## src/hw/rtl/tga_rle_image_decoder_macros.svh

```systemverilog
// Assertion macros for the TGA RLE image decoder.
// Included by the top level; no other dependencies.
`ifndef TGA_RLE_IMAGE_DECODER_MACROS_SVH
`define TGA_RLE_IMAGE_DECODER_MACROS_SVH
`ifndef ASSERT_OFF
`define TGA_ASSERT(name, clk, rst_n, prop, msg) \
    name: assert property (@(posedge clk) disable iff (!rst_n) (prop)) \
        else $error(msg);
`define TGA_ASSERT_NEXT(name, clk, rst_n, ante, cons, msg) \
    name: assert property (@(posedge clk) disable iff (!rst_n) (ante) |=> (cons)) \
        else $error(msg);
`else
`define TGA_ASSERT(name, clk, rst_n, prop, msg)
`define TGA_ASSERT_NEXT(name, clk, rst_n, ante, cons, msg)
`endif
`endif

```

## src/hw/rtl/tga_pkg.sv

```systemverilog
// Shared types and constants for the TGA RLE image decoder.
// No dependencies.
`default_nettype none

package tga_pkg;

    typedef enum logic [2:0] {
        KIND_HEADER    = 3'd0,
        KIND_RUN       = 3'd1,
        KIND_CMAP_ERR  = 3'd2,
        KIND_TYPE_ERR  = 3'd3,
        KIND_DEPTH_ERR = 3'd4
    } kind_t;

    localparam logic [7:0] TYPE_RAW = 8'd2;
    localparam logic [7:0] TYPE_RLE = 8'd10;
    localparam logic [7:0] DEPTH_24 = 8'd24;
    localparam logic [7:0] DEPTH_32 = 8'd32;

    localparam logic [4:0] HIDX_ID_LEN    = 5'd0;
    localparam logic [4:0] HIDX_CMAP_TYPE = 5'd1;
    localparam logic [4:0] HIDX_IMG_TYPE  = 5'd2;
    localparam logic [4:0] HIDX_WIDTH_LO  = 5'd12;
    localparam logic [4:0] HIDX_WIDTH_HI  = 5'd13;
    localparam logic [4:0] HIDX_HEIGHT_LO = 5'd14;
    localparam logic [4:0] HIDX_HEIGHT_HI = 5'd15;
    localparam logic [4:0] HIDX_DEPTH     = 5'd16;
    localparam logic [4:0] HIDX_DESC      = 5'd17;

    // descriptor bit: set = top-left origin
    localparam int ORIGIN_TOP_BIT = 5;
    localparam int PKT_REPEAT_BIT = 7;

    localparam int TDATA_W = 112;
    localparam int TDATA_PAD = 6;

    typedef struct packed {
        kind_t       kind;
        logic [15:0] width;
        logic [15:0] height;
        logic [1:0]  fmt;
        logic [15:0] row;
        logic [15:0] col;
        logic [7:0]  len;
        logic [7:0]  red;
        logic [7:0]  green;
        logic [7:0]  blue;
        logic [7:0]  alpha;
        logic        done;
    } rec_t;

    typedef struct packed {
        logic       start;
        logic       clear;
        logic [7:0] len;
    } div_ctl_t;

endpackage

`default_nettype wire

```

## src/hw/rtl/tga_row_div.sv

```systemverilog
// Position tracker: advances file row/column by a run length.
// Divides (column + length) by the width, four quotient bits per cycle.
// Depends on tga_pkg.
`default_nettype none

module tga_row_div
    import tga_pkg::*;
(
    input  wire logic        clk,
    input  wire logic        rst_n,
    input  wire div_ctl_t    ctl,
    input  wire logic [15:0] width,
    output logic      [15:0] row,
    output logic      [15:0] col,
    output logic             busy
);

    logic [15:0] row_reg;
    logic [15:0] col_reg;
    logic        busy_reg;
    logic        half_reg;
    logic [16:0] rem_reg;
    logic [7:0]  quo_reg;
    logic [16:0] rem_next;
    logic [7:0]  quo_next;

    always_comb
    begin
        logic [23:0] rem_w;
        logic [23:0] dsh;
        logic [2:0]  k;
        rem_w    = {7'd0, rem_reg};
        quo_next = quo_reg;
        dsh      = '0;
        k        = '0;
        for (int i = 0; i < 4; i++)
        begin
            k   = {~half_reg, 2'(3 - i)};
            dsh = {8'd0, width} << k;
            if (rem_w >= dsh)
            begin
                rem_w       = rem_w - dsh;
                quo_next[k] = 1'b1;
            end
        end
        rem_next = rem_w[16:0];
    end

    always_ff @(posedge clk or negedge rst_n)
    begin
        if (!rst_n)
        begin
            busy_reg <= 1'b0;
            half_reg <= 1'b0;
            row_reg  <= '0;
            col_reg  <= '0;
        end
        else if (ctl.clear)
        begin
            busy_reg <= 1'b0;
            row_reg  <= '0;
            col_reg  <= '0;
        end
        else if (ctl.start)
        begin
            busy_reg <= 1'b1;
            half_reg <= 1'b0;
        end
        else if (busy_reg)
        begin
            half_reg <= ~half_reg;
            if (half_reg)
            begin
                busy_reg <= 1'b0;
                row_reg  <= row_reg + {8'd0, quo_next};
                col_reg  <= rem_next[15:0];
            end
        end
    end

    always_ff @(posedge clk)
    begin
        if (ctl.start)
        begin
            rem_reg <= {1'b0, col_reg} + {9'd0, ctl.len};
            quo_reg <= '0;
        end
        else if (busy_reg)
        begin
            rem_reg <= rem_next;
            quo_reg <= quo_next;
        end
    end

    assign row  = row_reg;
    assign col  = col_reg;
    assign busy = busy_reg;

endmodule

`default_nettype wire

```

## src/hw/rtl/tga_parse.sv

```systemverilog
// Header parser and pixel/packet decoder: one file byte per step.
// Builds header, error and run records; drives the position tracker.
// Depends on tga_pkg.
`default_nettype none

module tga_parse
    import tga_pkg::*;
(
    input  wire logic        clk,
    input  wire logic        rst_n,
    input  wire logic        step,
    input  wire logic [7:0]  data_byte,
    input  wire logic        sof,
    input  wire logic [15:0] row,
    input  wire logic [15:0] col,
    output logic             has_rec,
    output rec_t             rec,
    output div_ctl_t         div_ctl,
    output logic      [15:0] width
);

    typedef enum logic [4:0] {
        PH_IDLE   = 5'b00001,
        PH_HEADER = 5'b00010,
        PH_IDSKIP = 5'b00100,
        PH_PKTHDR = 5'b01000,
        PH_PIXEL  = 5'b10000
    } phase_t;

    typedef struct packed {
        phase_t      phase;
        logic [4:0]  hidx;
        logic [7:0]  id_skip;
        logic [7:0]  htype;
        logic [7:0]  flags;
        logic [15:0] width;
        logic [15:0] height;
        logic        alpha_mode;
        logic [7:0]  pkt_left;
        logic        repeats;
        logic [1:0]  chan;
        logic [31:0] colour;
        logic        cmap_nz;
        logic [7:0]  depth;
        logic [31:0] remaining;
    } pstate_t;

    localparam pstate_t ST_RESET = '{
        phase: PH_IDLE, hidx: '0, id_skip: '0, htype: '0, flags: '0,
        width: '0, height: '0, alpha_mode: 1'b0, pkt_left: '0,
        repeats: 1'b0, chan: '0, colour: '0, cmap_nz: 1'b0, depth: '0,
        remaining: '0
    };

    pstate_t     state_reg;
    pstate_t     state_next;
    logic [31:0] area_reg;

    always_comb
    begin
        pstate_t     cur;
        logic [7:0]  len;
        logic [31:0] colour_full;
        logic        last_chan;
        logic        done;
        logic        type_bad;
        logic        depth_bad;
        cur         = state_reg;
        len         = 8'd1;
        colour_full = '0;
        last_chan   = 1'b0;
        done        = 1'b0;
        type_bad    = 1'b0;
        depth_bad   = 1'b0;
        if (sof)
        begin
            cur       = ST_RESET;
            cur.phase = PH_HEADER;
        end
        state_next = cur;
        has_rec    = 1'b0;
        rec        = '0;
        div_ctl    = '0;

        case (cur.phase)
            PH_HEADER:
            begin
                state_next.hidx = cur.hidx + 5'd1;
                case (cur.hidx)
                    HIDX_ID_LEN:    state_next.id_skip = data_byte;
                    HIDX_CMAP_TYPE: state_next.cmap_nz = (data_byte != 8'd0);
                    HIDX_IMG_TYPE:  state_next.htype = data_byte;
                    HIDX_WIDTH_LO:  state_next.width[7:0] = data_byte;
                    HIDX_WIDTH_HI:  state_next.width[15:8] = data_byte;
                    HIDX_HEIGHT_LO: state_next.height[7:0] = data_byte;
                    HIDX_HEIGHT_HI: state_next.height[15:8] = data_byte;
                    HIDX_DEPTH:     state_next.depth = data_byte;
                    HIDX_DESC:
                    begin
                        state_next.flags = data_byte;
                        has_rec   = 1'b1;
                        type_bad  = (cur.htype != TYPE_RAW) && (cur.htype != TYPE_RLE);
                        depth_bad = (cur.depth != DEPTH_24) && (cur.depth != DEPTH_32);
                        if (cur.cmap_nz || type_bad || depth_bad)
                        begin
                            rec.kind = cur.cmap_nz ? KIND_CMAP_ERR
                                     : (type_bad ? KIND_TYPE_ERR : KIND_DEPTH_ERR);
                            rec.done = 1'b1;
                            state_next.phase = PH_IDLE;
                        end
                        else
                        begin
                            state_next.alpha_mode = (cur.depth == DEPTH_32);
                            state_next.remaining  = area_reg;
                            div_ctl.clear = 1'b1;
                            rec.kind   = KIND_HEADER;
                            rec.width  = cur.width;
                            rec.height = cur.height;
                            rec.fmt    = {~data_byte[ORIGIN_TOP_BIT], cur.depth == DEPTH_32};
                            if (cur.width == 16'd0 || cur.height == 16'd0)
                            begin
                                rec.done = 1'b1;
                                state_next.phase = PH_IDLE;
                            end
                            else if (cur.id_skip != 8'd0)
                            begin
                                state_next.phase = PH_IDSKIP;
                            end
                            else
                            begin
                                state_next.chan     = '0;
                                state_next.colour   = '0;
                                state_next.pkt_left = '0;
                                state_next.repeats  = 1'b0;
                                state_next.phase    = (cur.htype == TYPE_RLE) ? PH_PKTHDR
                                                                             : PH_PIXEL;
                            end
                        end
                    end
                    default: ;
                endcase
            end

            PH_IDSKIP:
            begin
                state_next.id_skip = cur.id_skip - 8'd1;
                if (state_next.id_skip == 8'd0)
                begin
                    state_next.chan     = '0;
                    state_next.colour   = '0;
                    state_next.pkt_left = '0;
                    state_next.repeats  = 1'b0;
                    state_next.phase    = (cur.htype == TYPE_RLE) ? PH_PKTHDR : PH_PIXEL;
                end
            end

            PH_PKTHDR:
            begin
                state_next.repeats  = data_byte[PKT_REPEAT_BIT];
                state_next.pkt_left = {1'b0, data_byte[6:0]} + 8'd1;
                state_next.chan     = '0;
                state_next.colour   = '0;
                state_next.phase    = PH_PIXEL;
            end

            PH_PIXEL:
            begin
                colour_full = cur.colour;
                colour_full[{cur.chan, 3'b000} +: 8] = data_byte;
                state_next.colour = colour_full;
                state_next.chan   = cur.chan + 2'd1;
                last_chan = cur.alpha_mode ? (cur.chan == 2'd3) : (cur.chan == 2'd2);
                if (last_chan)
                begin
                    if (cur.repeats)
                    begin
                        // repeat run clipped at the image end
                        len = ({24'd0, cur.pkt_left} > cur.remaining) ? cur.remaining[7:0]
                                                                     : cur.pkt_left;
                        state_next.pkt_left = '0;
                    end
                    else if (cur.pkt_left != 8'd0)
                    begin
                        state_next.pkt_left = cur.pkt_left - 8'd1;
                    end
                    done = (cur.remaining == {24'd0, len});
                    state_next.remaining = cur.remaining - {24'd0, len};

                    has_rec   = 1'b1;
                    rec.kind  = KIND_RUN;
                    rec.fmt   = {~cur.flags[ORIGIN_TOP_BIT], cur.alpha_mode};
                    rec.row   = cur.flags[ORIGIN_TOP_BIT] ? row : (cur.height - 16'd1 - row);
                    rec.col   = col;
                    rec.len   = len;
                    rec.red   = colour_full[23:16];
                    rec.green = colour_full[15:8];
                    rec.blue  = colour_full[7:0];
                    rec.alpha = cur.alpha_mode ? colour_full[31:24] : 8'd0;
                    rec.done  = done;

                    div_ctl.start = 1'b1;
                    div_ctl.len   = len;

                    state_next.chan   = '0;
                    state_next.colour = '0;
                    if (done)
                        state_next.phase = PH_IDLE;
                    else if (cur.htype == TYPE_RLE && state_next.pkt_left == 8'd0)
                        state_next.phase = PH_PKTHDR;
                end
            end

            default: ;
        endcase

        if (!step)
        begin
            has_rec = 1'b0;
            div_ctl = '0;
        end
    end

    always_ff @(posedge clk or negedge rst_n)
    begin
        if (!rst_n)
            state_reg <= ST_RESET;
        else if (step)
            state_reg <= state_next;
    end

    // pixel count of the image, registered from the stored width and height
    always_ff @(posedge clk)
    begin
        area_reg <= {16'd0, state_reg.width} * {16'd0, state_reg.height};
    end

    assign width = state_reg.width;

endmodule

`default_nettype wire

```

## src/hw/rtl/tga_out_reg.sv

```systemverilog
// Output record register with stream handshake.
// Depends on tga_pkg.
`default_nettype none

module tga_out_reg
    import tga_pkg::*;
(
    input  wire logic clk,
    input  wire logic rst_n,
    input  wire logic load,
    input  wire rec_t rec_in,
    input  wire logic ready,
    output logic      valid,
    output logic      space,
    output rec_t      rec_out
);

    logic valid_reg;
    rec_t rec_reg;

    always_ff @(posedge clk or negedge rst_n)
    begin
        if (!rst_n)
            valid_reg <= 1'b0;
        else if (load)
            valid_reg <= 1'b1;
        else if (ready)
            valid_reg <= 1'b0;
    end

    always_ff @(posedge clk)
    begin
        if (load)
            rec_reg <= rec_in;
    end

    assign valid   = valid_reg;
    assign space   = !valid_reg || ready;
    assign rec_out = rec_reg;

endmodule

`default_nettype wire

```

## src/hw/rtl/tga_rle_image_decoder.sv

```systemverilog
// TGA RLE image decoder top level: input register, parser, position tracker,
// output register. Depends on tga_pkg, tga_parse, tga_row_div, tga_out_reg
// and tga_rle_image_decoder_macros.svh.
//
// Usage:
//   Slave stream: one file byte per request in s_axis_tdata; s_axis_tuser set
//   on the first header byte restarts parsing. Bytes arriving before a start,
//   after an error or after the image end are dropped.
//   Master stream: zero or one record per byte. tuser holds the record kind,
//   tlast marks the record that completes the image or reports an error.
//   Records: a byte passes from the input register through the parse step into
//   the output register. Throughput: one byte per cycle while the receiver does
//   not stall, set by the combinational parse step between the two registers.
//   Run positions are advanced by a registered divider, hidden behind the three
//   or four colour bytes of the next pixel.
//   Reset: the decoder is idle and waits for a start byte.
//   Stall: while the receiver holds tready low the output record holds,
//   one more byte is buffered, then s_axis_tready drops.
`default_nettype none

module tga_rle_image_decoder
    import tga_pkg::*;
(
    input  wire logic               clk,
    input  wire logic               rst_n,
    input  wire logic               s_axis_tvalid,
    output logic                    s_axis_tready,
    input  wire logic [7:0]         s_axis_tdata,   // data_byte
    input  wire logic               s_axis_tuser,   // start_of_file
    output logic                    m_axis_tvalid,
    input  wire logic               m_axis_tready,
    // image_width, image_height, pixel_format, start_row, start_column,
    // run_length, red, green, blue, alpha, zero pad
    output logic [TDATA_W-1:0]      m_axis_tdata,
    output logic [2:0]              m_axis_tuser,   // record_kind
    output logic                    m_axis_tlast    // image_done
);

`include "tga_rle_image_decoder_macros.svh"

    logic        in_valid_reg;
    logic [7:0]  in_byte_reg;
    logic        in_sof_reg;
    logic        step;
    logic        out_space;
    logic        has_rec;
    logic        load;
    rec_t        rec;
    rec_t        rec_out;
    div_ctl_t    div_ctl;
    logic [15:0] width;
    logic [15:0] row;
    logic [15:0] col;
    logic        div_busy;

    assign step          = in_valid_reg && out_space;
    assign s_axis_tready = !in_valid_reg || step;
    assign load          = step && has_rec;

    always_ff @(posedge clk or negedge rst_n)
    begin
        if (!rst_n)
            in_valid_reg <= 1'b0;
        else if (s_axis_tvalid && s_axis_tready)
            in_valid_reg <= 1'b1;
        else if (step)
            in_valid_reg <= 1'b0;
    end

    always_ff @(posedge clk)
    begin
        if (s_axis_tvalid && s_axis_tready)
        begin
            in_byte_reg <= s_axis_tdata;
            in_sof_reg  <= s_axis_tuser;
        end
    end

    tga_parse u_parse (
        .clk       (clk),
        .rst_n     (rst_n),
        .step      (step),
        .data_byte (in_byte_reg),
        .sof       (in_sof_reg),
        .row       (row),
        .col       (col),
        .has_rec   (has_rec),
        .rec       (rec),
        .div_ctl   (div_ctl),
        .width     (width)
    );

    tga_row_div u_row_div (
        .clk   (clk),
        .rst_n (rst_n),
        .ctl   (div_ctl),
        .width (width),
        .row   (row),
        .col   (col),
        .busy  (div_busy)
    );

    tga_out_reg u_out_reg (
        .clk     (clk),
        .rst_n   (rst_n),
        .load    (load),
        .rec_in  (rec),
        .ready   (m_axis_tready),
        .valid   (m_axis_tvalid),
        .space   (out_space),
        .rec_out (rec_out)
    );

    assign m_axis_tdata = {TDATA_PAD'(0), rec_out.alpha, rec_out.blue, rec_out.green,
                           rec_out.red, rec_out.len, rec_out.col, rec_out.row,
                           rec_out.fmt, rec_out.height, rec_out.width};
    assign m_axis_tuser = rec_out.kind;
    assign m_axis_tlast = rec_out.done;

    `TGA_ASSERT(a_div_free_at_run, clk, rst_n, !(div_ctl.start && div_busy), "run position used while divider busy")
    `TGA_ASSERT(a_start_clear_excl, clk, rst_n, !(div_ctl.start && div_ctl.clear), "divider start and clear together")
    `TGA_ASSERT_NEXT(a_div_busy_after, clk, rst_n, div_ctl.start, div_busy, "divider not busy after start")
    `TGA_ASSERT(a_run_len_nonzero, clk, rst_n, !(m_axis_tvalid && rec_out.kind == KIND_RUN) || rec_out.len != 8'd0, "run record with zero length")

endmodule

`default_nettype wire
```

## config.mk

```make
export PLATFORM = sky130hd
export DESIGN_NAME = tga_rle_image_decoder
export DESIGN_NICKNAME = d
export VERILOG_FILES = /design/src/hw/rtl/tga_pkg.sv /design/src/hw/rtl/tga_row_div.sv /design/src/hw/rtl/tga_parse.sv /design/src/hw/rtl/tga_out_reg.sv /design/src/hw/rtl/tga_rle_image_decoder.sv
export VERILOG_INCLUDE_DIRS = /design/src /design/src/hw/rtl
export SDC_FILE = /design/constraint.sdc
export NUM_CORES = 2
export LEC_CHECK = 0
export BUFFER_PORTS_ARGS = -buffer_cell sky130_fd_sc_hd__buf_2
export CAP_MARGIN = 15
export CORE_UTILIZATION = 40
export CTS_CLUSTER_SIZE = 28
export DETAILED_ROUTE_END_ITERATION = 10
export MAX_ROUTING_LAYER = met4
export PLACE_DENSITY = 0.6
export SLEW_MARGIN = 20
export SYNTH_ARGS = -nofsm -noshare
export SYNTH_HDL_FRONTEND = slang
export SYNTH_SLANG_ARGS = --single-unit
```

## constraint.sdc

```tcl
create_clock -name clk -period 27 [get_ports clk]
set_clock_uncertainty 0.1 [all_clocks]
set_input_delay 2.7 -clock clk [delete_from_list [all_inputs] [get_ports clk]]
set_output_delay 2.7 -clock clk [all_outputs]
set_load 0.01 [all_outputs]
```

# --- After elaboration in Yosys (flattened, before gate mapping) ---
# Cells that the tools add are included.
totals:
  inputBits: 13
  regBits: 363
  word_cells: 250
  out_inout_bits: 118
op_classes:
  n_mul: 1
  n_addsub: 15
  n_reduce_logical: 35
  eq_ne: 22
  bitwise_logic: 10
  shifts: 6
  order_cmp: 13
  mux: 110
op_table:
  columns: ["op", "n"]
  rows:
  - ["$mux W8", 24]
  - ["$mux W151", 1]
  - ["$mux W16", 9]
  - ["$pmux W34 S4", 1]
  - ["$mux W43", 3]
  - ["$mux W32", 3]
  - ["$shl A16 B3 Y24", 4]
  - ["$mux W44", 2]
  - ["$mux W75", 1]
  - ["$ge A24 B24 Y1", 3]
  - ["$mux W24", 3]
  - ["$mux W34", 2]
  - ["$pmux W32 S2", 1]
  - ["$mux W17", 3]
  - ["$mux W5", 10]
  - ["$mux W49", 1]
  - ["$sub A24 B24 Y24", 2]
  - ["$mux W37", 1]
  - ["$bwmux W32", 1]
  - ["$eq A32 B8 Y1", 1]
  - ["$gt A8 B32 Y1", 1]
  - ["$logic_not A16 Y1", 2]
  - ["$mul A16 B16 Y32", 1]
  - ["$pmux W8 S4", 1]
  - ["56 further kinds", 131]

# --- Longest topological paths before layout ---
depth:
  depth_word: 18
  ltp_mapped: 58
  depth_no_buf: 49

# --- Modules after synthesis ---
# Synthesis repeated with hierarchy kept, for this count alone.
hier_totals:
  cells_unflattened: 3367
  area_unflattened_um2: 30920.9
modules_own_cells:
  columns: ["module", "area_each_um2", "instances", "seq_area_each_um2", "cells_each"]
  rows:
  - ["tga_parse", 19781.5, 1, 4245.3, 2350]
  - ["tga_row_div", 7403.4, 1, 1521.5, 882]
  - ["tga_out_reg", 3350.7, 1, 3328.2, 113]
  - ["tga_rle_image_decoder", 385.4, 1, 295.3, 22]

# --- Least setup slack after synthesis ---
# OpenSTA, ideal clock, no wires.
synth_timing:
  path_kind: "reg2reg"
  startpoint: "register u_row_div.half_reg"
  endpoint: "register u_row_div.row_reg[13], in the netlist u_row_div.row[13]"
  setup_time_ns: 0.132
  path_stages_with_launch: 54
  required_time_ns: 26.768
  n_path_buf: 8
  arrival_ns: 11.724
  setup_slack_ns: 15.044
  synth_period_minus_slack_ns: 11.956
  path_cell_list: "dfrtp_1 -> clkbuf_1 -> buf_1 -> mux2i_1 -> ha_1 -> a211o_1 -> a2111oi_0 -> o22a_1 -> a21boi_1 -> o21ai_2 -> buf_4 -> mux2_2 -> ha_1 -> and4_1 -> nand2_1 -> a211o_2 -> a211oi_2 -> or3_1 -> [18 not listed] -> o2111ai_1 -> a21oi_1 -> a311o_2 -> or2_1 -> buf_2 -> buf_2 -> a21o_1 -> ha_1 -> a21o_1 -> a21oi_1 -> o21ai_0 -> a21oi_1 -> o21ai_0 -> a21o_1 -> a21oi_1 -> nor3_1 -> xnor2_1 -> nor2_1"
synth_via:
  elab_cells_between_ends: 50
  classes_between: "4 x add/sub; 12 x order compare; 4 x shift; 19 x mux; 5 x bitwise; 6 x reduce/logical"
synth_rtl:
  columns: ["item", "line_no", "text"]
  rows:
  - ["from (decl)", "tga_row_div.sv:21", "logic half_reg;"]
  - ["from (signal assigned)", "tga_row_div.sv:71", "half_reg <= ~half_reg;"]
  - ["$not A1 Y1 (*)", "tga_row_div.sv:38", "k = {~half_reg, 2'(3 - i)};"]
  - ["$shl A16 B3 Y24", "tga_row_div.sv:39", "dsh = {8'd0, width} << k;"]
  - ["$sub A17 B24 Y24 / $ge A17 B24 Y1 (equally long branches)", "tga_row_div.sv:42, tga_row_div.sv:40", null]
  - ["$mux W24 / $mux W8 (equally long branches)", "tga_row_div.sv:40", "if (rem_w >= dsh)"]
  - ["$sub A24 B24 Y24 (tied with other cells)", "tga_row_div.sv:42", "rem_w = rem_w - dsh;"]
  - ["$mux W24 / $mux W8 (equally long branches)", "tga_row_div.sv:40", null]
  - ["$sub A24 B24 Y24 (tied with other cells)", "tga_row_div.sv:42", null]
  - ["$mux W24 / $mux W8 (equally long branches)", "tga_row_div.sv:40", null]
  - ["$ge A24 B24 Y1 / $or A8 B5 Y8 (equally long branches)", null, null]
  - ["$mux W8 (*)", "tga_row_div.sv:40", null]
  - ["net u_row_div.quo_next[0]", "tga_row_div.sv:25", "logic [7:0] quo_next;"]
  - ["$add A16 B8 Y16 (*)", "tga_row_div.sv:75", "row_reg <= row_reg + {8'd0, quo_next};"]
  - ["$mux W16 (*)", "tga_row_div.sv:72", "if (half_reg)"]
  - ["$mux W16 (*)", "tga_row_div.sv:69", "else if (busy_reg)"]
  - ["$mux W16 (*)", "tga_row_div.sv:64", "else if (ctl.start)"]
  - ["$mux W16 (*)", "tga_row_div.sv:58", "else if (ctl.clear)"]
  - ["to (signal assigned)", "tga_row_div.sv:75", null]
  - ["to (decl)", "tga_row_div.sv:18", "logic [15:0] row_reg;"]
# The timed path passes the listed nets; every way through them passes the cells marked *. The select of a mux whose other input is x is not followed.
# A chain may end at the register's enable or synchronous reset.

# --- Worst setup path in the final report ---
layout_timing:
  startpoint: "register u_parse.state_reg (netlist bit u_parse.width[6])"
  endpoint: "register u_row_div.row_reg[12], in the netlist u_row_div.row[12]"
layout_via:
  elab_chain_cells: 14
  elab_cells_between_ends: 26
  classes_between: "4 x add/sub; 4 x order compare; 4 x shift; 11 x mux; 3 x bitwise"
layout_lines:
  columns: ["item", "line_no", "text"]
  rows:
  - ["from (decl)", "tga_parse.sv:55", "pstate_t state_reg;"]
  - ["from (signal assigned)", "tga_parse.sv:228", "state_reg <= state_next;"]
  - ["$shl A16 B3 Y24", "tga_row_div.sv:39", null]
  - ["$sub A17 B24 Y24 / $ge A17 B24 Y1 (equally long branches)", "tga_row_div.sv:42, tga_row_div.sv:40", null]
  - ["$mux W24 / $mux W8 (equally long branches)", "tga_row_div.sv:40", null]
  - ["$sub A24 B24 Y24 (tied with other cells)", "tga_row_div.sv:42", null]
  - ["$mux W24 / $mux W8 (equally long branches)", "tga_row_div.sv:40", null]
  - ["$sub A24 B24 Y24 (tied with other cells)", "tga_row_div.sv:42", null]
  - ["$mux W24 / $mux W8 (equally long branches)", "tga_row_div.sv:40", null]
  - ["$ge A24 B24 Y1 / $or A8 B5 Y8 (equally long branches)", null, null]
  - ["$mux W8 (*)", "tga_row_div.sv:40", null]
  - ["net u_row_div.quo_next[0]", "tga_row_div.sv:25", null]
  - ["$add A16 B8 Y16 (*)", "tga_row_div.sv:75", null]
  - ["$mux W16 (*)", "tga_row_div.sv:72", null]
  - ["$mux W16 (*)", "tga_row_div.sv:69", null]
  - ["$mux W16 (*)", "tga_row_div.sv:64", null]
  - ["$mux W16 (*)", "tga_row_div.sv:58", null]
# Marks and branches as above.

==> results.sh <==
export IMPL_cts_clk_slew_worst_paths_ps=60
export IMPL_power_leakage_nw=15.2
export IMPL_num_vias=24500
export IMPL_fillers=7287
export IMPL_synth_cell_type_count=92
export IMPL_cp_common_cell="ha_1"
export IMPL_synth_seq_area_share_pct=31.0
export IMPL_antenna_left=0
export IMPL_area_delta_synth_final_pct=9.76
export IMPL_ys_ff_latch=356
export IMPL_final_core_util_pct=44.6
export IMPL_status="completed"
export IMPL_worst_slew_pin_slew_ps=1050
export IMPL_postCtsHoldBufs=0
export IMPL_antenna_found_initial=1
export IMPL_worstSetupEndpointType="flip-flop"
export IMPL_clk_latency_ps=600
export IMPL_netlist_area_um2=30300
export IMPL_rrSetupSlack_ps=13310
export IMPL_synth_edf_count=136
export IMPL_avgRoutedWirePerCell_um=20.3
export IMPL_cpLargestDelayFamily="compound AO/OA/AOI/OAI gates"
export IMPL_setup_viol=0
export IMPL_hold_class="flip-flop to flip-flop"
export IMPL_core_area_um2=74700
export IMPL_power_w=0.00152
export IMPL_fin_crit_sh_pct=50.7
export IMPL_cap_violations=0
export IMPL_slew_headroom_pct=29.4
export IMPL_avgSynthCellArea_um2=9.21
export IMPL_numCtsBuffers=40
export IMPL_grt_usage_pct=23.7
export IMPL_multi_input_area_um2=19200
export IMPL_clkSinkCount=356
export IMPL_max_freq_mhz=73.1
export IMPL_tritoncts="yes"
export IMPL_grt_ovfl_total=0
export IMPL_yosysWarningCount=0
export IMPL_io_pins=131
export IMPL_power_density_nw_per_um2=45.8
export IMPL_setup_tns_ps=0
export IMPL_cpMaxStageDelayCell="dfrtp_1"
export IMPL_cts_max_level=2
export IMPL_drt_iter0_drc=1937
export IMPL_wl_um=88300
export IMPL_root_buffer="clkbuf_16"
export IMPL_dp_hpwl_um=63600
export IMPL_cp_start_kind="flip-flop"
export IMPL_finalMaxSlewViolations=0
export IMPL_cts_resized_gates=0
export IMPL_cp_max_fo=24
export IMPL_antenna_cells=0
export IMPL_die_height_um=277
export IMPL_gp_congestion=0.949
export IMPL_cts_max_path_buffers=3
export IMPL_ir_drop_uv=40.4
export IMPL_die_w_um=277
export IMPL_initial_core_util_pct=40.6
export IMPL_firstDrtPassIters=6
export IMPL_grt_first_pass_wirelength_um=140000
export IMPL_crit_buf_inv=3
export IMPL_register_area_um2=9390
export IMPL_crit_type="flip-flop to flip-flop"
export IMPL_hold_viol=0
export IMPL_drc=0
export IMPL_synth_ff_type="dfrtp_1"
export IMPL_grt_pass1_vias=24300
export IMPL_drive_gt1_share_pct=9.49
export IMPL_rsz0062_at_grt="false"
export IMPL_dieArea_um2=76900
export IMPL_ys_async_sr_fraction_pct=50.6
export IMPL_largest_register_ffs=128
export IMPL_rows=100
export IMPL_fin_cells=4351
export IMPL_period_needed_ps=13690
export IMPL_placed_cells_incl_taps=4277
export IMPL_nets=3804
export IMPL_grt_max_degree=67
export IMPL_synth_cells=3292
export IMPL_viasPerCell=5.62
export IMPL_post_cts_buffers=0
export IMPL_io_buffers=124
export IMPL_critPathMaxStageDelay_ps=970
export IMPL_cp_arrival_ps=14030
export IMPL_crit_required_ps=27340
cell families (layout without fill, tap and decap cells):
kind of cell / after synthesis / after routing / share of synthesized area [%]
AND/OR/NAND/NOR: 1079 / 1079 / 17.0
XOR/XNOR: 126 / 126 / 3.64
multiplexers: 89 / 89 / 3.11
adder cells (fa/ha/maj): 441 / 441 / 23.1
buffers and inverters: 483 / 563 / 6.11
flip-flops: 356 / 356 / 31.0
AO/OA/AOI/OAI: 717 / 717 / 16.0
other: 1 / 11 / 0.0124
placed cells by master (no fill, tap or decap), types with 11 or more instances in the layout:
| master | count |
|---|---|
| inv_1 | 314 |
| dfrtp_1 | 179 |
| a211oi_1 | 19 |
| mux2_2 | 42 |
| conb_1 | 11 |
| nor2_1 | 239 |
| o21ai_1 | 24 |
| edfxtp_1 | 136 |
| a21o_1 | 60 |
| or3_1 | 24 |
| a31oi_1 | 23 |
| nand2b_1 | 21 |
| nand2_1 | 364 |
| clkbuf_16 | 41 |
| a21oi_1 | 155 |
| a22oi_1 | 52 |
| nand3_1 | 57 |
| nand4_1 | 24 |
| dfxtp_1 | 40 |
| buf_4 | 50 |
| ha_1 | 242 |
| xor2_1 | 36 |
| nor2b_1 | 41 |
| fa_1 | 199 |
| and2_1 | 125 |
| xnor2_1 | 90 |
| and3_1 | 59 |
| o21ai_0 | 134 |
| a22o_1 | 82 |
| o211ai_1 | 19 |
| buf_2 | 123 |
| nor4_1 | 16 |
| mux2i_1 | 46 |
| o21a_1 | 21 |
| o21bai_1 | 15 |
| nor3_1 | 54 |
stage by stage:
step	hold WS (ps)	worst slack [ps]	cell area [µm²]
CTS	353	13370	33300
floorplan	310	15040	30400
detailed placement	341	13430	31900
global placement	340	13670	31900
global route	405	12330	33300
finish	349	13310	33300
worst reg2reg max path, delay by kind of cell, from the launching register on:
kind | cells | cell delay (ps)
AO/OA/AOI/OAI | 22 | 5490
XOR/XNOR | 1 | 120
adder cells (fa/ha/maj) | 6 | 2010
buffers and inverters | 3 | 630
flip-flops | 1 | 970
multiplexers | 4 | 1710
AND/OR/NAND/NOR | 12 | 2540
path summary, 6_finish.rpt:
path / depth (start not counted) / endpoint / start
max in group asynchronous: 2 / u_parse.width[11] / rst_n
min in group asynchronous: 1 / u_parse.state_reg[49] / rst_n
worst min-delay path: 2 / u_parse.state_reg[20] / u_parse.area_reg[20]
worst max register to register: 48 / u_row_div.row[12] / u_parse.width[6]
worst min register to register: 2 / u_parse.state_reg[20] / u_parse.area_reg[20]
worst max-delay path: 48 / u_row_div.row[12] / u_parse.width[6]
synth_stat cells, types with 36 or more instances:
cell type | instances | share of area, %
a21o_1 | 60 | 1.5
a21oi_1 | 155 | 2.6
a22o_1 | 82 | 2.4
a22oi_1 | 52 | 1.3
and2_1 | 126 | 2.6
and3_1 | 59 | 1.2
clkbuf_1 | 142 | 1.8
dfrtp_1 | 179 | 15
dfxtp_1 | 40 | 2.6
edfxtp_1 | 136 | 13
fa_1 | 199 | 13
ha_1 | 242 | 10
inv_1 | 315 | 3.9
mux2_2 | 42 | 1.6
mux2i_1 | 46 | 1.5
nand2_1 | 366 | 4.5
nand3_1 | 57 | 0.94
nor2_1 | 243 | 3.0
nor2b_1 | 41 | 0.85
nor3_1 | 54 | 0.89
o21ai_0 | 135 | 2.2
xnor2_1 | 90 | 2.6
xor2_1 | 36 | 1.0
routing by layer:
layer / track usage (%) / vias to the layer above / share of wire, %
met2: 37.8 / 668 / 47
li1: - / 11500 / -
met5: - / - / 0
met3: 2.52 / 123 / 5.1
met4: 5.33 / 0 / 2.1
met1: 32.4 / 12200 / 46
power breakdown:
group          leakage (nW)  total [W]  internal [W]  switching, W
logic                  10.3   0.000357      0.000134      0.000222
registers              4.21   0.000604      0.000584     0.0000193
clock network         0.649   0.000564      0.000314      0.000250
total                  15.2    0.00152       0.00103      0.000491
area by class of cell:
cell class,instances,share of cell area [%]
Inverter,315,3.56
Multi-Input combinational cell,2463,57.5
Timing Repair Buffer,174,3.02
Clock buffer,50,3.30
Clock inverter,24,0.729
Tap cell,969,3.64
Sequential cell,356,28.2
Power figures use the tool's default switching activity.
